`config.mk`:
```
export PLATFORM = sky130hd
export DESIGN_NAME = button_debounce_and_quadrature_decode_top
export DESIGN_NICKNAME = d
export VERILOG_FILES = /design/src/hw/rtl/bdq_pkg.sv /design/src/hw/rtl/button_debounce_and_quadrature_decode_top.sv /design/src/hw/rtl/bdq_button_lane.sv /design/src/hw/rtl/bdq_encoder.sv /design/src/hw/rtl/bdq_merge.sv
export VERILOG_INCLUDE_DIRS = /design/src /design/src/hw/rtl
export SDC_FILE = /design/constraint.sdc
export NUM_CORES = 1
export LEC_CHECK = 0
export BUFFER_PORTS_ARGS = -buffer_cell sky130_fd_sc_hd__buf_2
export CORE_MARGIN = 8
export CORE_UTILIZATION = 45
export DETAILED_ROUTE_END_ITERATION = 7
export HOLD_SLACK_MARGIN = 0.02
export PLACE_DENSITY_LB_ADDON = 0.1
export SETUP_SLACK_MARGIN = 0.02
export SLEW_MARGIN = 40
export SYNTH_ARGS = -nofsm -noshare
export SYNTH_HDL_FRONTEND = slang
export SYNTH_SLANG_ARGS = --single-unit
```
`constraint.sdc`:
```
create_clock -name clock -period 15.3 [get_ports clock]
set_input_delay 1.53 -clock clock [delete_from_list [all_inputs] [get_ports clock]]
set_output_delay 1.53 -clock clock [all_outputs]
set_load 0.05 [all_outputs]
```
`src/hw/rtl/button_debounce_and_quadrature_decode_top_macros.svh`:
```
// Assertion macros for the button debounce and quadrature decode block.
// Used by the top level only; no other dependencies.
`ifndef BUTTON_DEBOUNCE_AND_QUADRATURE_DECODE_TOP_MACROS_SVH
`define BUTTON_DEBOUNCE_AND_QUADRATURE_DECODE_TOP_MACROS_SVH

// same-cycle implication
`define BDQ_ASSERT_NOW(label, clk, rst, ante, cons, msg) \
   label: assert property (@(posedge clk) disable iff (rst) (ante) |-> (cons)) \
      else $error(msg);

// next-cycle implication
`define BDQ_ASSERT_NEXT(label, clk, rst, ante, cons, msg) \
   label: assert property (@(posedge clk) disable iff (rst) (ante) |=> (cons)) \
      else $error(msg);

`endif

```
`src/hw/rtl/bdq_pkg.sv`:
```
// Shared types, constants and the Gray-code step table for the debounce/decode block.
// No dependencies.
package bdq_pkg;

   localparam int BUTTON_COUNT = 4;   // lanes, 1..16
   localparam int MASK_W       = 4;   // button bits carried by the ports
   localparam int TIME_W       = 32;
   localparam int DEBOUNCE_W   = 16;
   localparam int DELTA_W      = 16;
   localparam int ACC_W        = 4;
   localparam int CSR_INDEX_W  = 8;
   localparam int CSR_DATA_W   = 16;
   localparam int QUEUE_DEPTH  = 2;

   localparam logic [DEBOUNCE_W-1:0] DEBOUNCE_RESET = 16'd20;
   localparam logic [1:0]            LINES_IDLE     = 2'b11;
   localparam logic signed [ACC_W-1:0] STEPS_PER_DETENT = 4'sd4;
   localparam logic signed [DELTA_W-1:0] DELTA_MAX = 16'sh7fff;
   localparam logic signed [DELTA_W-1:0] DELTA_MIN = 16'sh8000;

   typedef enum logic [CSR_INDEX_W-1:0] {
      CSR_DEBOUNCE_MS = 8'd0,
      CSR_DIR_INVERT  = 8'd1
   } csr_index_type;

   // index is {previous lines, current lines}
   localparam logic signed [1:0] GRAY_STEP [16] = '{
       2'sd0, -2'sd1,  2'sd1,  2'sd0,
       2'sd1,  2'sd0,  2'sd0, -2'sd1,
      -2'sd1,  2'sd0,  2'sd0,  2'sd1,
       2'sd0,  2'sd1, -2'sd1,  2'sd0
   };

   typedef struct packed {
      logic pressed;
      logic click;
   } lane_result_type;

   typedef struct packed {
      logic [MASK_W-1:0]         pressed_mask;
      logic [MASK_W-1:0]         click_mask;
      logic signed [DELTA_W-1:0] detent_delta;
   } rsp_word_type;

   typedef struct packed {
      logic       full;
      logic [1:0] count;
   } queue_status_type;

endpackage

```
`src/hw/rtl/button_debounce_and_quadrature_decode_top.sv`:
```
// Button debounce and quadrature decode, one sample word per cycle.
// The result word enters the output queue when the sample is accepted.
// Throughput: one word per cycle; a two-entry output queue keeps req_ready high
// while one result waits and drops it when full. Lanes and decoder work combinationally.
// Reset (synchronous): lanes and flags cleared, encoder lines idle high,
// debounce_ms = 20, detent direction not inverted, output queue empty.
`include "button_debounce_and_quadrature_decode_top_macros.svh"
module button_debounce_and_quadrature_decode_top
   import bdq_pkg::*;
(
   input  logic                      clock,
   input  logic                      reset,
   input  logic                      req_valid,
   output logic                      req_ready,
   input  logic [MASK_W-1:0]         req_button_levels,
   input  logic                      req_enc_clk,
   input  logic                      req_enc_dt,
   input  logic [TIME_W-1:0]         req_now_ms,
   input  logic [MASK_W-1:0]         req_clear_click_mask,
   input  logic                      req_take_delta,
   output logic                      rsp_valid,
   input  logic                      rsp_ready,
   output logic [MASK_W-1:0]         rsp_pressed_mask,
   output logic [MASK_W-1:0]         rsp_click_mask,
   output logic signed [DELTA_W-1:0] rsp_detent_delta,
   input  logic                      csr_valid,
   output logic                      csr_ready,
   input  logic [CSR_INDEX_W-1:0]    csr_index,
   input  logic [CSR_DATA_W-1:0]     csr_wdata
);

   logic [DEBOUNCE_W-1:0]     debounce_ms_ff, debounce_ms_in;
   logic                      reversed_ff, reversed_in;
   logic                      req_fire;
   logic                      rsp_fire;
   lane_result_type           lanes [BUTTON_COUNT];
   logic signed [DELTA_W-1:0] detent_delta;
   rsp_word_type              head;
   queue_status_type          status;

   assign csr_ready = 1'b1;
   assign req_ready = ~status.full;
   assign req_fire  = req_valid & req_ready;
   assign rsp_fire  = rsp_valid & rsp_ready;

   always_comb begin
      debounce_ms_in = debounce_ms_ff;
      reversed_in    = reversed_ff;
      if (csr_valid) begin
         unique case (csr_index)
            CSR_DEBOUNCE_MS: debounce_ms_in = csr_wdata;
            CSR_DIR_INVERT:  reversed_in    = csr_wdata[0];
            default: ;
         endcase
      end
   end

   always_ff @(posedge clock) begin
      if (reset) begin
         debounce_ms_ff <= DEBOUNCE_RESET;
         reversed_ff    <= 1'b0;
      end else begin
         debounce_ms_ff <= debounce_ms_in;
         reversed_ff    <= reversed_in;
      end
   end

   // buttons past the port width read level 0, i.e. pressed
   for (genvar i = 0; i < BUTTON_COUNT; i++) begin : g_lane
      logic reading;
      logic clear_click;
      if (i < MASK_W) begin : g_port
         assign reading     = ~req_button_levels[i];
         assign clear_click = req_clear_click_mask[i];
      end else begin : g_extra
         assign reading     = 1'b1;
         assign clear_click = 1'b0;
      end
      bdq_button_lane u_lane (
         .clock       (clock),
         .reset       (reset),
         .req_fire    (req_fire),
         .reading     (reading),
         .now_ms      (req_now_ms),
         .debounce_ms (debounce_ms_ff),
         .clear_click (clear_click),
         .result      (lanes[i])
      );
   end

   bdq_encoder u_encoder (
      .clock        (clock),
      .reset        (reset),
      .req_fire     (req_fire),
      .lines        ({req_enc_clk, req_enc_dt}),
      .dir_invert   (reversed_ff),
      .take_delta   (req_take_delta),
      .detent_delta (detent_delta)
   );

   bdq_merge u_merge (
      .clock        (clock),
      .reset        (reset),
      .push         (req_fire),
      .lanes        (lanes),
      .detent_delta (detent_delta),
      .rsp_ready    (rsp_ready),
      .rsp_valid    (rsp_valid),
      .head         (head),
      .status       (status)
   );

   assign rsp_pressed_mask = head.pressed_mask;
   assign rsp_click_mask   = head.click_mask;
   assign rsp_detent_delta = head.detent_delta;

   `BDQ_ASSERT_NOW(a_count_bound, clock, reset, 1'b1,
      status.count <= 2'(QUEUE_DEPTH), "queue overrun")
   `BDQ_ASSERT_NOW(a_valid_count, clock, reset, 1'b1,
      rsp_valid == (status.count != 2'd0), "valid/count mismatch")
   `BDQ_ASSERT_NEXT(a_push_grows, clock, reset, req_fire && !rsp_fire,
      status.count == $past(status.count) + 2'd1, "push lost")
   `BDQ_ASSERT_NEXT(a_pop_shrinks, clock, reset, rsp_fire && !req_fire,
      status.count == $past(status.count) - 2'd1, "pop lost")

endmodule

```
`src/hw/rtl/bdq_button_lane.sv`:
```
// One debounce lane: raw level tracking, hold timer compare and sticky click flag.
// Depends on bdq_pkg.
module bdq_button_lane
   import bdq_pkg::*;
(
   input  logic                  clock,
   input  logic                  reset,
   input  logic                  req_fire,
   input  logic                  reading,
   input  logic [TIME_W-1:0]     now_ms,
   input  logic [DEBOUNCE_W-1:0] debounce_ms,
   input  logic                  clear_click,
   output lane_result_type       result
);

   logic              debounced_ff, debounced_in;
   logic              last_raw_ff, last_raw_in;
   logic [TIME_W-1:0] change_time_ff, change_time_in;
   logic              click_ff, click_in;
   logic [TIME_W-1:0] elapsed;
   logic              held;
   logic              click_now;

   always_comb begin
      last_raw_in    = reading;
      change_time_in = (reading != last_raw_ff) ? now_ms : change_time_ff;
      elapsed        = now_ms - change_time_in;   // wraps modulo 2^32
      held           = elapsed >= {{(TIME_W-DEBOUNCE_W){1'b0}}, debounce_ms};
      debounced_in   = held ? reading : debounced_ff;
      click_now      = click_ff | (held & reading & ~debounced_ff);
      click_in       = click_now & ~clear_click;
      result.pressed = debounced_in;
      result.click   = click_now;
   end

   always_ff @(posedge clock) begin
      if (reset) begin
         debounced_ff   <= 1'b0;
         last_raw_ff    <= 1'b0;
         change_time_ff <= '0;
         click_ff       <= 1'b0;
      end else if (req_fire) begin
         debounced_ff   <= debounced_in;
         last_raw_ff    <= last_raw_in;
         change_time_ff <= change_time_in;
         click_ff       <= click_in;
      end
   end

endmodule

```
`src/hw/rtl/bdq_encoder.sv`:
```
// Quadrature decoder: Gray-code step table, step accumulator, saturating detent delta.
// Depends on bdq_pkg.
module bdq_encoder
   import bdq_pkg::*;
(
   input  logic                      clock,
   input  logic                      reset,
   input  logic                      req_fire,
   input  logic [1:0]                lines,
   input  logic                      dir_invert,
   input  logic                      take_delta,
   output logic signed [DELTA_W-1:0] detent_delta
);

   logic [1:0]                lines_ff, lines_in;
   logic signed [ACC_W-1:0]   acc_ff, acc_in;
   logic signed [DELTA_W-1:0] delta_ff, delta_in;
   logic signed [ACC_W-1:0]   acc_sum;
   logic                      up, down;
   logic signed [DELTA_W-1:0] delta_new;

   always_comb begin
      lines_in  = lines;
      acc_sum   = acc_ff + ACC_W'(GRAY_STEP[{lines_ff, lines}]);
      up        = 1'b0;
      down      = 1'b0;
      acc_in    = acc_ff;
      if (lines != lines_ff) begin
         acc_in = acc_sum;
         if (acc_sum >= STEPS_PER_DETENT) begin
            acc_in = '0;
            up     = ~dir_invert;
            down   = dir_invert;
         end else if (acc_sum <= -STEPS_PER_DETENT) begin
            acc_in = '0;
            up     = dir_invert;
            down   = ~dir_invert;
         end
      end
      delta_new = delta_ff;
      if (up && delta_ff != DELTA_MAX) begin
         delta_new = delta_ff + DELTA_W'(1);
      end else if (down && delta_ff != DELTA_MIN) begin
         delta_new = delta_ff - DELTA_W'(1);
      end
      delta_in     = take_delta ? '0 : delta_new;
      detent_delta = delta_new;
   end

   always_ff @(posedge clock) begin
      if (reset) begin
         lines_ff <= LINES_IDLE;
         acc_ff   <= '0;
         delta_ff <= '0;
      end else if (req_fire) begin
         lines_ff <= lines_in;
         acc_ff   <= acc_in;
         delta_ff <= delta_in;
      end
   end

endmodule

```
`src/hw/rtl/bdq_merge.sv`:
```
// Merge stage: packs lane and encoder results into a word and holds it in a
// two-entry output queue. Depends on bdq_pkg.
module bdq_merge
   import bdq_pkg::*;
(
   input  logic                      clock,
   input  logic                      reset,
   input  logic                      push,
   input  lane_result_type           lanes [BUTTON_COUNT],
   input  logic signed [DELTA_W-1:0] detent_delta,
   input  logic                      rsp_ready,
   output logic                      rsp_valid,
   output rsp_word_type              head,
   output queue_status_type          status
);

   rsp_word_type word;
   rsp_word_type entry_ff [QUEUE_DEPTH];
   logic         wr_ptr_ff, wr_ptr_in;
   logic         rd_ptr_ff, rd_ptr_in;
   logic [1:0]   count_ff, count_in;
   logic         pop;

   always_comb begin
      word = '0;
      for (int i = 0; i < MASK_W; i++) begin
         if (i < BUTTON_COUNT) begin
            word.pressed_mask[i] = lanes[i].pressed;
            word.click_mask[i]   = lanes[i].click;
         end
      end
      word.detent_delta = detent_delta;
   end

   assign rsp_valid    = count_ff != 2'd0;
   assign pop          = rsp_valid & rsp_ready;
   assign head         = entry_ff[rd_ptr_ff];
   assign status.full  = count_ff == 2'(QUEUE_DEPTH);
   assign status.count = count_ff;

   always_comb begin
      wr_ptr_in = push ? ~wr_ptr_ff : wr_ptr_ff;
      rd_ptr_in = pop ? ~rd_ptr_ff : rd_ptr_ff;
      count_in  = count_ff + 2'(push) - 2'(pop);
   end

   always_ff @(posedge clock) begin
      if (reset) begin
         wr_ptr_ff <= 1'b0;
         rd_ptr_ff <= 1'b0;
         count_ff  <= '0;
      end else begin
         wr_ptr_ff <= wr_ptr_in;
         rd_ptr_ff <= rd_ptr_in;
         count_ff  <= count_in;
      end
   end

   always_ff @(posedge clock) begin
      if (push) begin
         entry_ff[wr_ptr_ff] <= word;
      end
   end

endmodule

```
==> impl_metrics.ini <==
[status]
status = finished, final reports clean

[drt]
drtIter0Drc = 1161
vias = 19447
firstDrtPassIters = 6
avgRoutedWirePerCell_um = 19.8
post-route-drc-count = 0
ant_nets = 0
viasPerCell = 6.01
wl_um = 63900

[place]
gp_congestion = 0.934
place_area_mm2 = 0.0214
port_buffers = 97
dpl.hpwl_um = 49000

[floorplanning]
die_area_mm2 = 0.0530
fp.dieW_um = 230
row_count = 78
core-area_mm2 = 0.0453
initial_utilization = 0.456
die_h_um = 230
ios = 99

[clocking]
h-tree-depth = 1
clock_latency_ns = 0.61
cts_sinks = 232
path_clk_slew_ns = 0.06
tritoncts = yes
cts_hold_buf = 0
numCtsBuffers = 30
root_buffer = clkbuf_16
post_cts_buffers = 0
cts_max_path_buffers = 3
cts_resized = 0

[sta]
min_period_ns = 6.72
relSlewSlack = 0.458
worst_pin_slew_ns = 0.813
rsz0062_at_grt = false
max_freq_mhz = 149
fin_crit_sh = 0.439
clock_skew_ns = 0.0334
setup_viol = 0
slew_violations = 0
fin_hold_ws_ns = 0.450
hold_viol = 0
fin_setup_tns_ns = 0

[hold_path]
hp-class = register to register

[critical_path]
required_ns = 15.74
worst-path-max-fanout = 23
cp_cell_sequence = buf_2 > xor2_4 > o21ai_0 > ha_1 > o31ai_1 > nor3b_1 > o41ai_2 > and2_1 > a31oi_1 > xnor2_1 > ha_1 > a21oi_1 > o22ai_1 > a2111oi_0 > o2111a_1 > nand4_1 > a2111oi_0 > o211ai_1 > nand4b_1 > nor4b_4 > mux2i_1
critPathArrivalTime_ns = 7.16
worst_path_largest_cell_delay_ns = 0.53
cp_top_family = compound AO/OA/AOI/OAI gates
path_buf_inv = 1
crit_type = input port to register
cp-end-kind = register
start_kind = input port
cpMaxStageDelayCell = nor4b_4

[cells_and_area]
drive_gt1_frac = 0.104
finalNetCount = 2844
final_core_util = 0.498
postLayoutCellArea_mm2 = 0.0225
syn_to_final_growth_pct = 9.17
antenna_cells = 0
final_cell_mix = 308 x nand2_1, 254 x a21oi_1, 228 x nor2_1, 183 x dfxtp_1, 160 x ha_1
final_common_cell = nand2_1

[power_and_ir_drop]
finalPower_mw = 3.33
p_per_area_mw_per_mm2 = 148
vdd_ir_drop_max_v = 0.000176
power.leakage_nw = 8.72

[global_route]
grt.total_usage = 0.231
grt_pass1_vias = 18619
antenna_found_initial = 0
grt_pass1_wl_um = 101000
grt_overflow = 0
grt_max_degree = 95

[yosys]
synth_area_per_cell_um2 = 7.89
synth_seq_cells = 232
syn_area_mm2 = 0.0206
synth_area_leader_cell = dfxtp_1
synth_edf_count = 48
synth.top_cell.area_share = 0.178
synth.area.top_cells = dfxtp_1 18%, ha_1 9.7%, edfxtp_1 7.0%
seq_area_frac_synth = 0.248
synth_cells = 2614
synthArstFlopShare = 0
yosys.cell_types.count = 122
yosysWarningCount = 0
ys.flop_type = dfxtp_1
syn-num-nets = 2847

[run]
drv_cap = 0
-- stage by stage --
stage	cells	setup WS (ns)
final	3234	8.58
after global routing	3234	7.98
after CTS	3231	8.28
after detailed placement	3176	7.65
after global placement	3176	7.77
after floorplan	2614	8.75
-- final cells by class --
| class | instances | area (um^2) |
|---|---|---|
| clock inverters | 16 | 220 |
| well taps | 600 | 751 |
| flip-flops and latches | 232 | 5130 |
| repair buffers | 116 | 668 |
| clock buffers | 39 | 825 |
| inverters | 82 | 310 |
| fillers | 4433 | 22800 |
| multi-input cells | 2149 | 14600 |
-- Yosys cell counts (65+ instances only) --
cell type,count
nand2_1,308
mux2i_1,104
a21oi_1,254
xnor2_1,88
ha_1,160
clkbuf_1,104
nor2b_1,65
nor2_1,233
o21ai_0,128
dfxtp_1,184
a211oi_1,74
inv_1,80
-- worst reg2reg max path, stage by stage, from the launching register on --
cell,delay (ns)
dfxtp_1,0.55
xor2_4,0.53
o21ai_0,0.20
ha_1,0.27
o31ai_1,0.45
nor3b_1,0.13
o41ai_2,0.47
and2_1,0.25
a31oi_1,0.11
xnor2_1,0.14
ha_1,0.29
a21oi_1,0.17
o22ai_1,0.08
a2111oi_0,0.45
o2111a_1,0.26
nand4_1,0.11
a2111oi_0,0.31
o211ai_1,0.14
nand4b_1,0.25
nor4b_4,0.53
mux2i_1,0.28
-- state kept, by name, summed over array words and instances (netlist names), named ones only --
name,count
g_lane.u_lane.debounced_ff,4
u_merge.entry_ff,48
u_encoder.acc_ff,4
u_merge.rd_ptr_ff,1
reversed_ff,1
debounce_ms_ff,16
u_encoder.delta_ff,16
g_lane.u_lane.click_ff,4
u_merge.count_ff,2
g_lane.u_lane.last_raw_ff,4
g_lane.u_lane.change_time_ff,128
u_merge.wr_ptr_ff,1
u_encoder.lines_ff,2
-- report_power, final --
group          total, mW  internal [mW]  leakage (nW)  switching (mW)
sequential         0.804          0.738          1.97          0.0666
clock              0.740          0.448         0.506           0.292
combinational       1.79          0.672          6.25            1.12
total               3.33           1.86          8.72            1.48
-- cells by family (layout without fill, tap and decap cells) --
| kind of cell | Yosys count | count (layout) | share of synthesized area |
|---|---|---|---|
| and+or+nand+nor | 932 | 932 | 0.219 |
| AOI/OAI and AO/OA | 773 | 773 | 0.254 |
| buffers and inverters | 233 | 253 | 0.0469 |
| DFF | 232 | 232 | 0.248 |
| adders and majority gates | 169 | 169 | 0.102 |
| xor gates and xnor gates | 139 | 139 | 0.0618 |
| muxes | 135 | 135 | 0.0681 |
| other | 1 | 1 | 0.000182 |
-- metal layers --
layer  share of wire  GRT usage  up-vias
met5               0          0        -
met4           0.024     0.0598        0
met3           0.047     0.0273       97
met2            0.47      0.396      461
met1            0.46      0.305     9322
li1                -          -     9567
-- final timing paths --
check                                        endpoint                                start  cells past startpoint  slack (ns)
hold reg to reg   g_lane[3].u_lane.change_time_ff[17]  g_lane[3].u_lane.change_time_ff[17]                      2        0.45
hold / removal    g_lane[3].u_lane.change_time_ff[17]  g_lane[3].u_lane.change_time_ff[17]                      2        0.45
setup / recovery              u_merge.entry_ff[0][21]                 req_button_levels[1]                     21        8.58
setup reg to reg              u_merge.entry_ff[0][21]         g_lane[1].u_lane.last_raw_ff                     20        9.18
(Power assumes the default switching activity.)
